[src/sv/ukf_pkg.sv]
`timescale 1ns / 1ps
`default_nettype none

package ukf_pkg;

    localparam int DEPTH = 128;
    localparam int KEY_W = 32;
    localparam int IDX_W = (DEPTH > 1) ? $clog2(DEPTH) : 1;
    localparam int CNT_W = $clog2(DEPTH + 1);
    localparam int OP_W = 2;
    localparam int STATUS_W = 3;
    localparam int POS_W = 8;
    localparam int OCC_W = 8;
    localparam int IN_W = 40;
    localparam int OUT_W = 56;

    localparam logic [OP_W-1:0] OP_LOOKUP = 2'd0;
    localparam logic [OP_W-1:0] OP_DEQUEUE = 2'd1;
    localparam logic [OP_W-1:0] OP_ENQUEUE = 2'd2;

    localparam logic [STATUS_W-1:0] ST_OK = 3'd0;
    localparam logic [STATUS_W-1:0] ST_NOT_FOUND = 3'd1;
    localparam logic [STATUS_W-1:0] ST_EMPTY = 3'd2;
    localparam logic [STATUS_W-1:0] ST_DUPLICATE = 3'd3;
    localparam logic [STATUS_W-1:0] ST_FULL = 3'd4;

    typedef struct packed {
        logic cmp_en;
        logic shift;
        logic load;
    } cell_ctl_t;

endpackage

`default_nettype wire

[src/sv/ukf_cell.sv]
`timescale 1ns / 1ps
`default_nettype none

module ukf_cell
    import ukf_pkg::*;
(
    input  wire              clk,
    input  wire              rst_n,
    input  wire cell_ctl_t   ctl,
    input  wire              occupied,
    input  wire [KEY_W-1:0]  key_in,
    input  wire [KEY_W-1:0]  next_key,
    output logic [KEY_W-1:0] key_out,
    output logic             match
);

    logic [KEY_W-1:0] key_reg;
    logic [KEY_W-1:0] key_next;
    logic             match_reg;
    logic             match_next;

    always_comb
    begin
        key_next = key_reg;
        if (ctl.load)
        begin
            key_next = key_in;
        end
        else if (ctl.shift)
        begin
            key_next = next_key;
        end
        match_next = match_reg;
        if (ctl.cmp_en)
        begin
            match_next = occupied && (key_reg == key_in);
        end
    end

    always_ff @(posedge clk)
    begin
        key_reg <= key_next;
    end

    always_ff @(posedge clk or negedge rst_n)
    begin
        if (!rst_n)
        begin
            match_reg <= 1'b0;
        end
        else
        begin
            match_reg <= match_next;
        end
    end

    assign key_out = key_reg;
    assign match = match_reg;

endmodule

`default_nettype wire

[config.mk]
export PLATFORM = sky130hd
export DESIGN_NAME = ukf_cell
export DESIGN_NICKNAME = d
export VERILOG_FILES = /design/src/sv/ukf_pkg.sv /design/src/sv/ukf_cell.sv
export SDC_FILE = /design/constraint.sdc
export NUM_CORES = 1
export LEC_CHECK = 0
export ABC_CLOCK_PERIOD_IN_PS = 3000
export BUFFER_PORTS_ARGS = -buffer_cell sky130_fd_sc_hd__clkbuf_2
export CORE_ASPECT_RATIO = 2
export CORE_MARGIN = 4
export CORE_UTILIZATION = 47
export CTS_CLUSTER_SIZE = 16
export DETAILED_ROUTE_END_ITERATION = 8
export GPL_TIMING_DRIVEN = 1
export PLACE_DENSITY = 0.85
export SLEW_MARGIN = 20
export SYNTH_ARGS = -nofsm -noshare
export SYNTH_HDL_FRONTEND = slang
export SYNTH_SLANG_ARGS = --single-unit
[constraint.sdc]
create_clock -name clk -period 3 [get_ports clk]
set_input_delay 0.6 -clock clk [delete_from_list [all_inputs] [get_ports clk]]
set_output_delay 0.6 -clock clk [all_outputs]
set_load 0.005 [all_outputs]
## Word level (Yosys, flattened, before mapping)

Index checks and enable logic that the tools add are counted.

- Memories: 0
- Bits in registers: 33
- Latch bits: 0
- RAM bits: 0
- Memory bits (read-only): 0
- Output and inout bits: 33

- Equality and inequality tests: 1
- Magnitude comparators: 0
- Bitwise operators: 0
- Div/mod/pow operators: 0
- Multipliers: 0
- Muxes and demuxes: 2
- Reductions and logical operators: 2
- Shift-type cells: 0
- Add/sub/neg operators: 0

Operators by type and width:

| cell | count |
|---|---|
| $mux 32 | 2 |
| $eq 32x32->1 | 1 |
| $reduce_bool 2->1 | 1 |
| $logic_and 1x1->1 | 1 |

## Depth between registers and ports, before layout

- Depth after elaboration: 2
- Depth in mapped cells: 5

## Least setup slack after synthesis

No wires, ideal clock.

- Kind: in2reg
- From: input ctl[0] (netlist bit)
- To: register key_reg[0] (netlist: key_out[0]) (enable)
- Data required time: 2.610 ns
- Path buffers: 2
- Setup slack: 0.651 ns
- Arrival time: 1.959 ns
- Setup time: 0.390 ns
- Cell stages on the path: 3
- Path through: clkbuf_1 > clkbuf_1 > or2_1

- Longest elaborated chain between the ends: 1

RTL lines:

| what | line | source |
|---|---|---|
| start: declaration | ukf_cell.sv:9 | `input wire cell_ctl_t ctl,` |
| $reduce_bool 2->1 (no source line) | - |  |
| end signal: assignment | ukf_cell.sv:42 | `key_reg <= key_next;` |
| end: declaration | ukf_cell.sv:17 | `logic [KEY_W-1:0] key_reg;` |

Every way passes these cells.
A chain may end at the register's enable or synchronous reset.

## Final worst setup path

- From: register key_reg[29] (netlist: key_out[29])
- To: register match_reg (netlist: match)

- Longest elaborated chain between the ends: 2

RTL lines:

| what | line | source |
|---|---|---|
| $eq 32x32->1 | ukf_cell.sv:36 | `match_next = occupied && (key_reg == key_in);` |
| $logic_and 1x1->1 | ukf_cell.sv:36 |  |
| end signal: assignment | ukf_cell.sv:53 | `match_reg <= match_next;` |
| end: declaration | ukf_cell.sv:19 | `logic match_reg;` |

Every way passes these cells.

==> impl_metrics.env <==
export IMPL_synth_top_family_by_area="multiplexers"
export IMPL_n_fill_cell=312
export IMPL_grt_pass1_wl_mm=6.33
export IMPL_setup_violations=0
export IMPL_path_clk_slew_ns=0.06
export IMPL_synth_avg_cell_area_um2=15.2
export IMPL_grtUsageTotal_pct=17.8
export IMPL_tns_ns=0
export IMPL_skew_ns=0.00546
export IMPL_cts_hold_fix_buffers=0
export IMPL_numCtsBuffers=5
export IMPL_rsz0062_at_grt="no"
export IMPL_seq_area_um2=986
export IMPL_syn_num_nets=185
export IMPL_cts_resized=0
export IMPL_netlist_area_um2=1750
export IMPL_final_nets=292
export IMPL_synthXorXnorAreaFrac_pct=16.0
export IMPL_p_total_mw=1.13
export IMPL_num_vias=1325
export IMPL_fmax_mhz=537
export IMPL_rows=31
export IMPL_path_class="flop to flop"
export IMPL_status="complete, no violations"
export IMPL_synthAdderAreaFrac_pct=0
export IMPL_drc_errors=0
export IMPL_largest_register_ffs=32
export IMPL_dpl_hpwl_mm=3.45
export IMPL_period_needed_ns=1.86
export IMPL_antenna_found_initial=0
export IMPL_clockBufferDepth=2
export IMPL_ys_types=15
export IMPL_drt_wirelength_per_cell_um=15.4
export IMPL_crit_path_start="key_out[29]$_DFFE_PP_"
export IMPL_grt_pass1_vias=1457
export IMPL_overflow=0
export IMPL_power_leakage_nw=1.06
export IMPL_relSlewSlack_pct=71.2
export IMPL_layout_drive_gt1_share_pct=57.7
export IMPL_max_stage_delay_ns=0.55
export IMPL_synth_seq_area_share_pct=56.4
export IMPL_power_density_nw_per_um2=470
export IMPL_timing_hold_ws_ns=0.0931
export IMPL_syn_inst=115
export IMPL_drt_initial_drc_count=3
export IMPL_vias_per_cell=4.89
export IMPL_insertion_delay_ns=0.27
export IMPL_ys_ff_latch=33
export IMPL_core_area_um2=3610
export IMPL_finalHoldViolations=0
export IMPL_antenna_cells=0
export IMPL_drtAntennaViolNets=0
export IMPL_crit_chain="xor2_1 -> nor4_1 -> nand4_1 -> or4_1 -> o22ai_2"
export IMPL_hp_class="input pin to async pin"
export IMPL_worstPathMaxFanout=2
export IMPL_die_y_um=94.2
export IMPL_synth_top_cell_area_share_pct=55.0
export IMPL_syn_to_final_growth_pct=37.1
export IMPL_first_pass_iters=4
export IMPL_synth_mux_area_share_pct=20.6
export IMPL_portBuffers=102
export IMPL_cts_tree="built"
export IMPL_critical_path_arrival_ns=2.05
export IMPL_dieArea_um2=4820
export IMPL_multi_input_area_um2=743
export IMPL_clock_tree_root_cell="clkbuf_8"
export IMPL_maxSlewViolCount=0
export IMPL_initial_core_util_pct=48.5
export IMPL_synth_top_cells_by_area="edfxtp_1 55%, mux2_2 11%, xor2_1 10%"
export IMPL_yosys_area_top_type="edfxtp_1"
export IMPL_end_kind="flop"
export IMPL_cts_sinks=33
export IMPL_io_pin_count=103
export IMPL_cp_required_ns=3.19
export IMPL_htreeDepth=2
export IMPL_ir_drop_uv=362
export IMPL_worst_pin_slew_ns=0.432
export IMPL_finalCoreUtilization_pct=66.4
export IMPL_dieWidth_um=51.1
export IMPL_rr_startpoint="key_out[29]$_DFFE_PP_"
export IMPL_drv_cap=0
export IMPL_grt_max_degree=33
export IMPL_start_kind="flop"
export IMPL_period_share_pct=62.1
export IMPL_yosysWarningCount=0
export IMPL_place_congestion=0.807
export IMPL_synth_simple_area_share_pct=5.15
export IMPL_synth_compound_area_share_pct=0.716
export IMPL_cts_setup_buffers=0
export IMPL_drt_total_wl_mm=4.18
export IMPL_slowest_stage="or4_1"
per-stage QoR:
step | std cells | setup WS [ns] | area (um^2)
finish | 271 | 1.14 | 2400
global route | 271 | 1.04 | 2400
CTS | 271 | 1.09 | 2400
detailed placement | 264 | 0.836 | 2320
global placement | 264 | 0.868 | 2320
floorplan | 115 | 0.651 | 1750
cell usage after synthesis:
| library cell | n |
|---|---|
| o22ai_2 | 1 |
| mux2_1 | 15 |
| mux2_2 | 17 |
| clkbuf_1 | 4 |
| xnor2_1 | 12 |
| dfrtp_1 | 1 |
| nand4_4 | 1 |
| nor4_1 | 5 |
| edfxtp_1 | 32 |
| or4_1 | 1 |
| nand4_1 | 3 |
| inv_1 | 1 |
| xor2_1 | 20 |
| nand3_1 | 1 |
| or2_1 | 1 |
cell usage in the layout (no fill, tap or decap), drive strengths merged:
| cell | netlist | final |
|---|---|---|
| nor4 | 5 | 5 |
| xor2 | 20 | 20 |
| mux2 | 32 | 32 |
| or2 | 1 | 1 |
| xnor2 | 12 | 12 |
| nand4 | 4 | 4 |
| or4 | 1 | 1 |
| clkbuf | 4 | 108 |
| inv | 1 | 1 |
| clkinv | 0 | 1 |
| edfxtp | 32 | 32 |
| dfrtp | 1 | 1 |
| nand3 | 1 | 1 |
| o22ai | 1 | 1 |
| buf | 0 | 2 |
per-layer routing:
layer	share of wire [%]	wire (um)	global-route usage, %
met1	32	1330	16.4
met3	6.7	280	3.82
met4	2.9	119	10.6
met2	59	2440	33.8
met5	0	0	0
area by class of cell:
| cell class | count | share of cell area, % |
|---|---|---|
| clock buffers | 6 | 3.03 |
| clock inverters | 1 | 0.157 |
| repair buffers | 104 | 21.9 |
| multi-input cells | 77 | 31.0 |
| well taps | 49 | 2.56 |
| flip-flops and latches | 33 | 41.1 |
| inverters | 1 | 0.157 |
worst paths after layout:
path | cells after the start | endpoint | slack [ns]
max | 5 | match$_DFFE_PN0P_ | 1.14
min | 1 | match$_DFFE_PN0P_ | 0.09
max reg2reg | 5 | match$_DFFE_PN0P_ | 1.14
min reg2reg | 2 | match$_DFFE_PN0P_ | 0.57
max in group asynchronous | 1 | match$_DFFE_PN0P_ | 2.82
min in group clk | 2 | match$_DFFE_PN0P_ | 0.56
cells by family after synthesis:
| kind of cell | after synthesis |
|---|---|
| simple gates | 12 |
| buf+inv | 5 |
| compound gates | 1 |
| xor+xnor | 32 |
| mux | 32 |
| flops | 33 |
worst max-delay path, delay by kind of cell (launching register included):
kind | cells | cell delay [ns]
flops | 1 | 0.42
xor+xnor | 1 | 0.18
simple gates | 3 | 1.06
compound gates | 1 | 0.11
power breakdown:
group	switching, mW	internal [mW]	total, mW
combinational	0.0979	0.126	0.224
sequential	0.0336	0.566	0.599
clock	0.146	0.156	0.302
total	0.278	0.848	1.13
Note: power is estimated with default switching activity, not from simulation.
