==> config.mk <==
export PLATFORM = sky130hd
export DESIGN_NAME = ukf_enc
export DESIGN_NICKNAME = d
export VERILOG_FILES = /design/src/sv/ukf_pkg.sv /design/src/sv/ukf_enc.sv
export SDC_FILE = /design/constraint.sdc
export NUM_CORES = 1
export LEC_CHECK = 0
export BUFFER_PORTS_ARGS = -buffer_cell sky130_fd_sc_hd__buf_2
export CAP_MARGIN = 20
export CORE_AREA = 2 2 53 55
export DETAILED_ROUTE_END_ITERATION = 8
export DIE_AREA = 0 0 55 57
export GPL_TIMING_DRIVEN = 0
export PLACE_DENSITY = 0.86
export SLEW_MARGIN = 20
export SYNTH_ARGS = -nofsm -noshare
export SYNTH_HDL_FRONTEND = slang
export SYNTH_SLANG_ARGS = --single-unit
==> constraint.sdc <==
create_clock -name vclk -period 2.4
set_input_delay 0.24 -clock vclk [all_inputs]
set_output_delay 0.24 -clock vclk [all_outputs]
set_load 0.02 [all_outputs]
==> src/sv/ukf_pkg.sv <==
`timescale 1ns / 1ps
`default_nettype none

package ukf_pkg;

    localparam int DEPTH = 128;
    localparam int KEY_W = 32;
    localparam int IDX_W = (DEPTH > 1) ? $clog2(DEPTH) : 1;
    localparam int CNT_W = $clog2(DEPTH + 1);
    localparam int OP_W = 2;
    localparam int STATUS_W = 3;
    localparam int POS_W = 8;
    localparam int OCC_W = 8;
    localparam int IN_W = 40;
    localparam int OUT_W = 56;

    localparam logic [OP_W-1:0] OP_LOOKUP = 2'd0;
    localparam logic [OP_W-1:0] OP_DEQUEUE = 2'd1;
    localparam logic [OP_W-1:0] OP_ENQUEUE = 2'd2;

    localparam logic [STATUS_W-1:0] ST_OK = 3'd0;
    localparam logic [STATUS_W-1:0] ST_NOT_FOUND = 3'd1;
    localparam logic [STATUS_W-1:0] ST_EMPTY = 3'd2;
    localparam logic [STATUS_W-1:0] ST_DUPLICATE = 3'd3;
    localparam logic [STATUS_W-1:0] ST_FULL = 3'd4;

    typedef struct packed {
        logic cmp_en;
        logic shift;
        logic load;
    } cell_ctl_t;

endpackage

`default_nettype wire

==> src/sv/ukf_enc.sv <==
`timescale 1ns / 1ps
`default_nettype none

module ukf_enc
    import ukf_pkg::*;
(
    input  wire [DEPTH-1:0]  match,
    output logic             hit,
    output logic [IDX_W-1:0] index
);

    // Keys are unique, so at most one cell matches and an OR of indices suffices.
    always_comb
    begin
        index = '0;
        for (int i = 0; i < DEPTH; i++)
        begin
            if (match[i])
            begin
                index = index | IDX_W'(i);
            end
        end
        hit = |match;
    end

endmodule

`default_nettype wire

* Word-level counts from Yosys, hierarchy flattened
Cells that the tools add are included.
Cells by class: muxes and demuxes 127, reductions and logical operators 1
Operator list (number):
- $mux W7 | 64
- $mux W6 | 32
- $reduce_or A128 Y1 | 1
- $mux W5 | 16
- $mux W4 | 8
- $mux W3 | 4
- $mux W2 | 2
- $mux W1 | 1
Word-level totals: register bits after elaboration 0, input port bits 128, output and inout port bits 8, logic and storage cells 128

* Logic depth before layout (Yosys ltp)
Gate-level depths: netlist of the first run.
depth after elaboration 127, mapped depth 4, mapped depth without buffers 4

* Worst setup path before layout of the first run
No wires, ideal clock.
path kind input -> output, from input match[48], to output hit, arrival time 1365 ps, data required time 2160 ps, slack 795 ps, stages 4, path buffers 0, cell sequence or4_1 > nand4b_1 > nor4_1 > nand4_1
Between the ends: cells in the longest elaborated chain, start to end 1
Ends and longest elaborated chain:
- start, declared | line ukf_enc.sv:7 | input wire [DEPTH-1:0] match,
- $reduce_or A128 Y1 | line ukf_enc.sv:23 | hit = |match;
- end, declared | line ukf_enc.sv:8 | output logic hit,
No other way between the ends.

* Worst setup path in the final report of the first run
from input match[19], to output hit
The elaborated chain is that of the path after synthesis.

==> impl_metrics.env, run 1 <==
export IMPL_wl_per_cell_um=16.1
export IMPL_seq_area_um2=0
export IMPL_cts_resized=0
export IMPL_leakagePower_nw=0.587
export IMPL_grt_pass1_vias=1592
export IMPL_fmax_ghz=0.529
export IMPL_postCtsHoldBufs=0
export IMPL_drc=0
export IMPL_required_ns=2.16
export IMPL_place_congestion=0.947
export IMPL_layout_min_cycle_time_ns=1.89
export IMPL_route_vias_total=1656
export IMPL_dp_hpwl_mm=4.26
export IMPL_hp_start="match[54]"
export IMPL_viasPerCell=5.81
export IMPL_post_cts_buffers=0
export IMPL_hold_viol_final=0
export IMPL_core_area_um2=2620
export IMPL_crit_path_start_kind="input pin"
export IMPL_die_h_um=57
export IMPL_min_period_over_period=0.787
export IMPL_finalWirelength_mm=4.58
export IMPL_initialDrtViolationCount=57
export IMPL_ant_nets=0
export IMPL_yosysWarnings=0
export IMPL_final_cell_area_um2=1410
export IMPL_die_area_um2=3140
export IMPL_post_place_ws_ns=0.520
export IMPL_drive_above_1_share=0.547
export IMPL_n_sequential_cell=0
export IMPL_fin_nets=384
export IMPL_worst_ep_arrival_time_ns=1.65
export IMPL_cap_violations=0
export IMPL_worst_pin_slew_ns=0.491
export IMPL_nFillCells=302
export IMPL_num_io_pins=136
export IMPL_hold_class="input pin to primary output"
export IMPL_synthTopCellsByArea="nor4_1 (50%), nand4_1 (11%), nor3_1 (7.3%), nand2_1 (7.1%), nor2_1 (4.9%)"
export IMPL_die_width_um=55
export IMPL_synth_top_area_frac=0.501
export IMPL_grt_antenna_before_repair=0
export IMPL_gr_total_overflow=0
export IMPL_tns_ns=0
export IMPL_rows=19
export IMPL_powerDensity_nw_per_um2=119
export IMPL_place_area_um2=1410
export IMPL_worstSetupEndpointType="primary output"
export IMPL_ir_worst_vdd_v=0.0000951
export IMPL_synth_avg_cell_area_um2=5.82
export IMPL_setup_viol=0
export IMPL_synthCells=118
export IMPL_max_slew_margin_rel=0.669
export IMPL_clock_buffers=0
export IMPL_first_pass_iters=4
export IMPL_min_delay_path_depth=4
export IMPL_status="complete, no violations"
export IMPL_grt_util_all_layers=0.282
export IMPL_whs_ns=0.832
export IMPL_min_to="index[4]"
export IMPL_synth_top_area_cell="nor4_1"
export IMPL_setup_ws_ns=0.511
export IMPL_grt_max_degree=4
export IMPL_slew_violations=0
export IMPL_critPathMaxFanout=2
export IMPL_io_buffers=136
export IMPL_yosysUniqueCellTypes=15
export IMPL_floorplan_initialDensity=0.263
export IMPL_path_class="input pin to primary output"
export IMPL_diodes=0
export IMPL_synth_area_um2=687
export IMPL_multiInputGateArea_um2=687
export IMPL_grt_pass1_wl_mm=6.65
export IMPL_syn_to_final_growth_pct=105
export IMPL_rsz0062_at_grt="false"
export IMPL_syn_nets=246
export IMPL_synth_seq_area_share=0
==> worst max-delay path, cell delays in order <==
cell	delay, ns
buf_2	0.10
nor4_1	0.42
nand4_1	0.14
nor4_1	0.41
nand4_1	0.14
buf_2	0.19
==> synth_stat cells, drive strengths merged <==
library cell  instances
nand4b                2
nand4                12
nor4                 56
or4                   3
nand3                 6
and4                  1
or3                   2
and3                  1
nand2                14
nor2                  9
nor4b                 1
nor3                 11
==> worst max-delay path by stage <==
stage	start	end	slack, ns	depth (start not counted)
2_1_floorplan	match[48]	hit	0.80	4
3_3_place_gp	match[19]	index[4]	0.52	6
3_5_place_dp	match[59]	index[4]	0.52	6
4_1_cts	match[59]	index[4]	0.52	6
5_1_grt	match[112]	hit	0.32	6
6_report	match[19]	hit	0.51	6
==> cell usage in the layout, fill, tap and decap left out <==
cell        n
nand3_1     6
nor4_2      1
nor3_1     10
nand2_2     1
and4_1      1
nand4_1    12
buf_2     136
nor3_2      1
and3_1      1
or4_1       3
or3_1       2
nand2_1    13
nand4b_1    2
nor4b_1     1
nor2_1      9
nor4_1     55
==> stage by stage <==
stage,total power (W),utilization,cells
floorplan,0.0000255,-,118
global placement,0.000163,0.538,285
detailed placement,0.000165,0.538,285
CTS,0.000166,0.538,285
global route,0.000183,0.538,285
finish,0.000167,0.538,285
==> kinds of logic after synthesis <==
group         synth area share
simple gates              1.00
==> routing by layer <==
| layer | GRT usage | wire length (um) | share of wire |
|---|---|---|---|
| met1 | 0.338 | 1730 | 0.38 |
| met2 | 0.522 | 2310 | 0.50 |
| met3 | 0.0262 | 446 | 0.097 |
| met4 | 0.0627 | 93 | 0.020 |
| met5 | 0 | 0 | 0 |
==> power by group <==
part	switching (W)	leakage [nW]	internal (W)
combinational	0.0000781	0.587	0.0000887
sequential	0	0	0
clock	0	0	0
==> area by class of cell <==
type,instances,share of cell area
Timing Repair Buffer,136,0.484
Multi-Input combinational cell,118,0.488
Tap cell,31,0.0276
(Power assumes the default switching activity.)
==> run 2: changes to the inputs <==
Settings changed: CORE_AREA 2 2 53 55 to not set, CORE_ASPECT_RATIO set to 1.2, CORE_UTILIZATION set to 24, DIE_AREA 0 0 55 57 to not set, PLACE_DENSITY 0.86 to 0.81.
Clock period 2.4 ns to 1.6 ns, I/O delays scaled along.
==> impl_metrics.env, run 2 (synthesis results as in run 1) <==
export IMPL_layout_min_cycle_time_ns=1.71
export IMPL_ant_nets=0
export IMPL_n_sequential_cell=0
export IMPL_core_area_um2=2630
export IMPL_worstSetupEndpointType="primary output"
export IMPL_rows=20
export IMPL_worst_ep_arrival_time_ns=1.55
export IMPL_floorplan_initialDensity=0.261
export IMPL_leakagePower_nw=0.655
export IMPL_fmax_ghz=0.584
export IMPL_setup_viol=3
export IMPL_viasPerCell=5.94
export IMPL_place_congestion=0.897
export IMPL_critPathMaxFanout=2
export IMPL_grt_util_all_layers=0.301
export IMPL_syn_to_final_growth_pct=142
export IMPL_drc=0
export IMPL_fin_nets=386
export IMPL_min_period_over_period=1.07
export IMPL_grt_max_degree=4
export IMPL_crit_end="hit"
export IMPL_grt_pass1_wl_mm=7.00
export IMPL_hp_start="match[54]"
export IMPL_cap_violations=0
export IMPL_finalWirelength_mm=5.15
export IMPL_route_vias_total=1718
export IMPL_diodes=0
export IMPL_powerDensity_nw_per_um2=182
export IMPL_num_io_pins=136
export IMPL_crit_path_start_kind="input pin"
export IMPL_io_buffers=136
export IMPL_nFillCells=267
export IMPL_gr_total_overflow=0
export IMPL_grt_pass1_vias=1570
export IMPL_seq_area_um2=0
export IMPL_whs_ns=0.655
export IMPL_initialDrtViolationCount=99
export IMPL_startpoint="match[48]"
export IMPL_grt_antenna_before_repair=0
export IMPL_max_slew_margin_rel=0.722
export IMPL_violations="setup timing"
export IMPL_final_common_cell="buf_2"
export IMPL_post_place_ws_ns=-0.192
export IMPL_slew_violations=0
export IMPL_hold_class="input pin to primary output"
export IMPL_tns_ns=-0.140
export IMPL_first_pass_iters=4
export IMPL_path_class="input pin to primary output"
export IMPL_layout_common_cells="buf_2 (135), nor4_1 (33), nor4_2 (15)"
export IMPL_rsz0062_at_grt="true"
export IMPL_wl_per_cell_um=17.8
export IMPL_die_area_um2=3080
export IMPL_status="finished with violations"
export IMPL_required_ns=1.44
export IMPL_worst_pin_slew_ns=0.413
export IMPL_ir_worst_vdd_v=0.000173
export IMPL_drive_above_1_share=0.652
export IMPL_postCtsHoldBufs=0
export IMPL_die_width_um=50.8
export IMPL_die_h_um=60.6
export IMPL_setup_ws_ns=-0.113
export IMPL_dp_hpwl_mm=4.27
export IMPL_hold_viol_final=0
export IMPL_clock_buffers=0
## run 2: worst min path at each step
stage	depth (start not counted)	end	slack [ns]
after CTS	4	index[4]	0.66
final	4	index[4]	0.66
after floorplan	2	index[4]	0.51
after detailed placement	4	index[4]	0.65
after global routing	4	index[4]	0.67
after global placement	4	index[4]	0.66
## run 2: timing repair
action	4_1_cts	5_1_grt
cloned	0	0
pin swaps	1	3
buffers inserted	0	2
endpoints found under the setup margin	7	7
gates resized for setup	8	29
hold endpoints to repair	0	0
## run 2: report_power, final
part	switching, W	internal (W)	leakage, nW	total, W
logic	0.000157	0.000146	0.655	0.000303
clock network	0	0	0	0
registers	0	0	0	0
## run 2: stage by stage
step / power (W) / instances / util / cell area, um2
2_1_floorplan: 0.0000382 / 118 / - / 687
3_3_place_gp: 0.000246 / 287 / 0.536 / 1410
3_5_place_dp: 0.000248 / 287 / 0.536 / 1410
4_1_cts: 0.000257 / 287 / 0.555 / 1460
5_1_grt: 0.000323 / 289 / 0.634 / 1670
6_report: 0.000303 / 289 / 0.634 / 1670
## run 2: critical path: stages
cell and delay, ns:
buf_2 0.09, or4_1 0.57, nand4b_1 0.24, nor4_2 0.19, nand4_1 0.12, buf_2 0.18
## run 2: layer usage
metal,global-route usage,vias up,share of wire
met5,0,-,0
met4,0.0476,0,0.032
met3,0.0276,23,0.10
met2,0.590,139,0.54
met1,0.359,753,0.33
li1,-,803,-
## run 2: final cells by class
| type | instances | area, um2 | share of cell area |
|---|---|---|---|
| tap | 33 | 41.3 | 0.0248 |
| timing repair buffer | 138 | 698 | 0.419 |
| multi-input combinational | 118 | 926 | 0.556 |
==> run 3: changes to the inputs <==
Settings changed: CORE_MARGIN set to 10.
==> impl_metrics.env, run 3 (synthesis results as in run 1) <==
export IMPL_status="finished with violations"
export IMPL_violations="setup timing"
export IMPL_syn_to_final_growth_pct=130
export IMPL_worstSetupEndpointType="primary output"
export IMPL_comb_power_share=1.000
export IMPL_worst_ep_arrival_time_ns=1.49
export IMPL_slew_violations=0
export IMPL_setup_viol=3
export IMPL_layout_common_cells="buf_2 (134), nor4_1 (35), nor4_2 (17)"
export IMPL_dp_hpwl_mm=5.64
export IMPL_leakagePower_nw=0.605
export IMPL_rsz0062_at_grt="true"
export IMPL_required_ns=1.44
export IMPL_grt_pass1_wl_mm=9.19
export IMPL_max_slew_margin_rel=0.699
export IMPL_grt_util_all_layers=0.213
export IMPL_post_cts_buffers=0
export IMPL_clkPwrFrac=0
export IMPL_fmax_ghz=0.604
export IMPL_path_class="input pin to primary output"
export IMPL_ant_nets=0
export IMPL_grt_pass1_vias=2033
export IMPL_first_pass_iters=4
export IMPL_drive_above_1_share=0.630
export IMPL_startpoint="match[49]"
export IMPL_die_area_um2=5410
export IMPL_gr_total_overflow=0
export IMPL_grt_antenna_before_repair=0
export IMPL_powerDensity_nw_per_um2=183
export IMPL_p_int_w=0.000142
export IMPL_place_congestion=0.955
export IMPL_switchingPower_w=0.000148
export IMPL_seq_power_share=0
export IMPL_p_total_w=0.000289
export IMPL_route_vias_total=1714
export IMPL_clock_buffers=0
export IMPL_diodes=0
export IMPL_floorplan_initialDensity=0.249
export IMPL_initialDrtViolationCount=60
export IMPL_n_sequential_cell=0
export IMPL_fin_nets=384
export IMPL_rows=21
export IMPL_hold_class="input pin to primary output"
export IMPL_num_io_pins=136
export IMPL_hold_viol_final=0
export IMPL_crit_end="hit"
export IMPL_core_area_um2=2760
export IMPL_final_cell_area_um2=1580
export IMPL_crit_path_start_kind="input pin"
export IMPL_seq_area_um2=0
export IMPL_ir_worst_vdd_v=0.000179
export IMPL_grt_max_degree=4
export IMPL_wl_per_cell_um=21.5
export IMPL_postCtsHoldBufs=0
export IMPL_post_place_ws_ns=-0.150
export IMPL_io_buffers=136
export IMPL_die_width_um=68.8
export IMPL_finalWirelength_mm=6.19
export IMPL_viasPerCell=5.95
export IMPL_worst_pin_slew_ns=0.447
export IMPL_die_h_um=78.6
export IMPL_finish_utilization=0.573
export IMPL_layout_min_cycle_time_ns=1.65
export IMPL_cap_violations=0
export IMPL_drc=0
export IMPL_p_sw_frac=0.510
export IMPL_critPathMaxFanout=2
export IMPL_final_common_cell="buf_2"
export IMPL_setup_ws_ns=-0.0546
export IMPL_place_area_um2=1410
export IMPL_min_period_over_period=1.03
run 3: cell types whose count changed in the layout (fill, tap and decap cells not counted):
cell / previous run / this run
nor4_4: 8 / 4
nor4_1: 33 / 35
nor4_2: 15 / 17
buf_2: 135 / 134
buf_4: 3 / 2
nor2_1: 8 / 9
nor2_4: 1 / 0
nor3_1: 9 / 10
nor3_2: 2 / 1
nor4b_2: 0 / 1
nor4b_4: 1 / 0
or4_1: 2 / 3
or4_4: 1 / 0
run 3: power by group through the flow:
stage | Sequential (W) | Clock [W] | Combinational [W]
6_report | 0 | 0 | 0.000289
5_1_grt | 0 | 0 | 0.000312
4_1_cts | 0 | 0 | 0.000261
3_5_place_dp | 0 | 0 | 0.000250
3_3_place_gp | 0 | 0 | 0.000248
2_1_floorplan | 0 | 0 | 0.0000382
run 3: worst min path at each step:
stage | end | slack (ns) | cells after the start | from
5_1_grt | index[4] | 0.68 | 4 | match[54]
4_1_cts | index[4] | 0.66 | 4 | match[54]
3_3_place_gp | index[4] | 0.66 | 4 | match[54]
6_report | index[4] | 0.66 | 4 | match[54]
3_5_place_dp | index[4] | 0.66 | 4 | match[54]
2_1_floorplan | index[4] | 0.51 | 2 | match[55]
run 3: cell type report:
cell class                 instances  area, um2
fill                             294       1180
multi-input combinational        118        853
timing repair buffer             136        686
tap                               34       42.5
run 3: layer usage:
metal / up-vias / share of wire / track usage
li1: 807 / - / -
met1: 778 / 0.32 / 0.194
met2: 107 / 0.53 / 0.405
met3: 22 / 0.11 / 0.0895
met4: 0 / 0.036 / 0.0613
met5: - / 0 / 0
run 3: worst max-delay path, stage by stage:
cell      delay [ns]
buf_2           0.11
or4_1           0.53
nand4b_1        0.21
nor4_2          0.18
nand4_1         0.12
buf_4           0.18
run 3: per-stage QoR:
stage | setup TNS [ns] | hold slack, ns | instances
detailed placement | -0.436 | 0.663 | 288
CTS | -0.0339 | 0.663 | 288
global placement | -0.409 | 0.661 | 288
floorplan | 0 | 0.506 | 118
global route | -0.173 | 0.684 | 288
finish | -0.0902 | 0.656 | 288
run 3: what timing repair did:
item / in CTS / in global routing
pin swaps: 1 / 1
gates resized for setup: 11 / 16
setup endpoints to repair: 5 / 7
hold endpoints to repair: 0 / 0
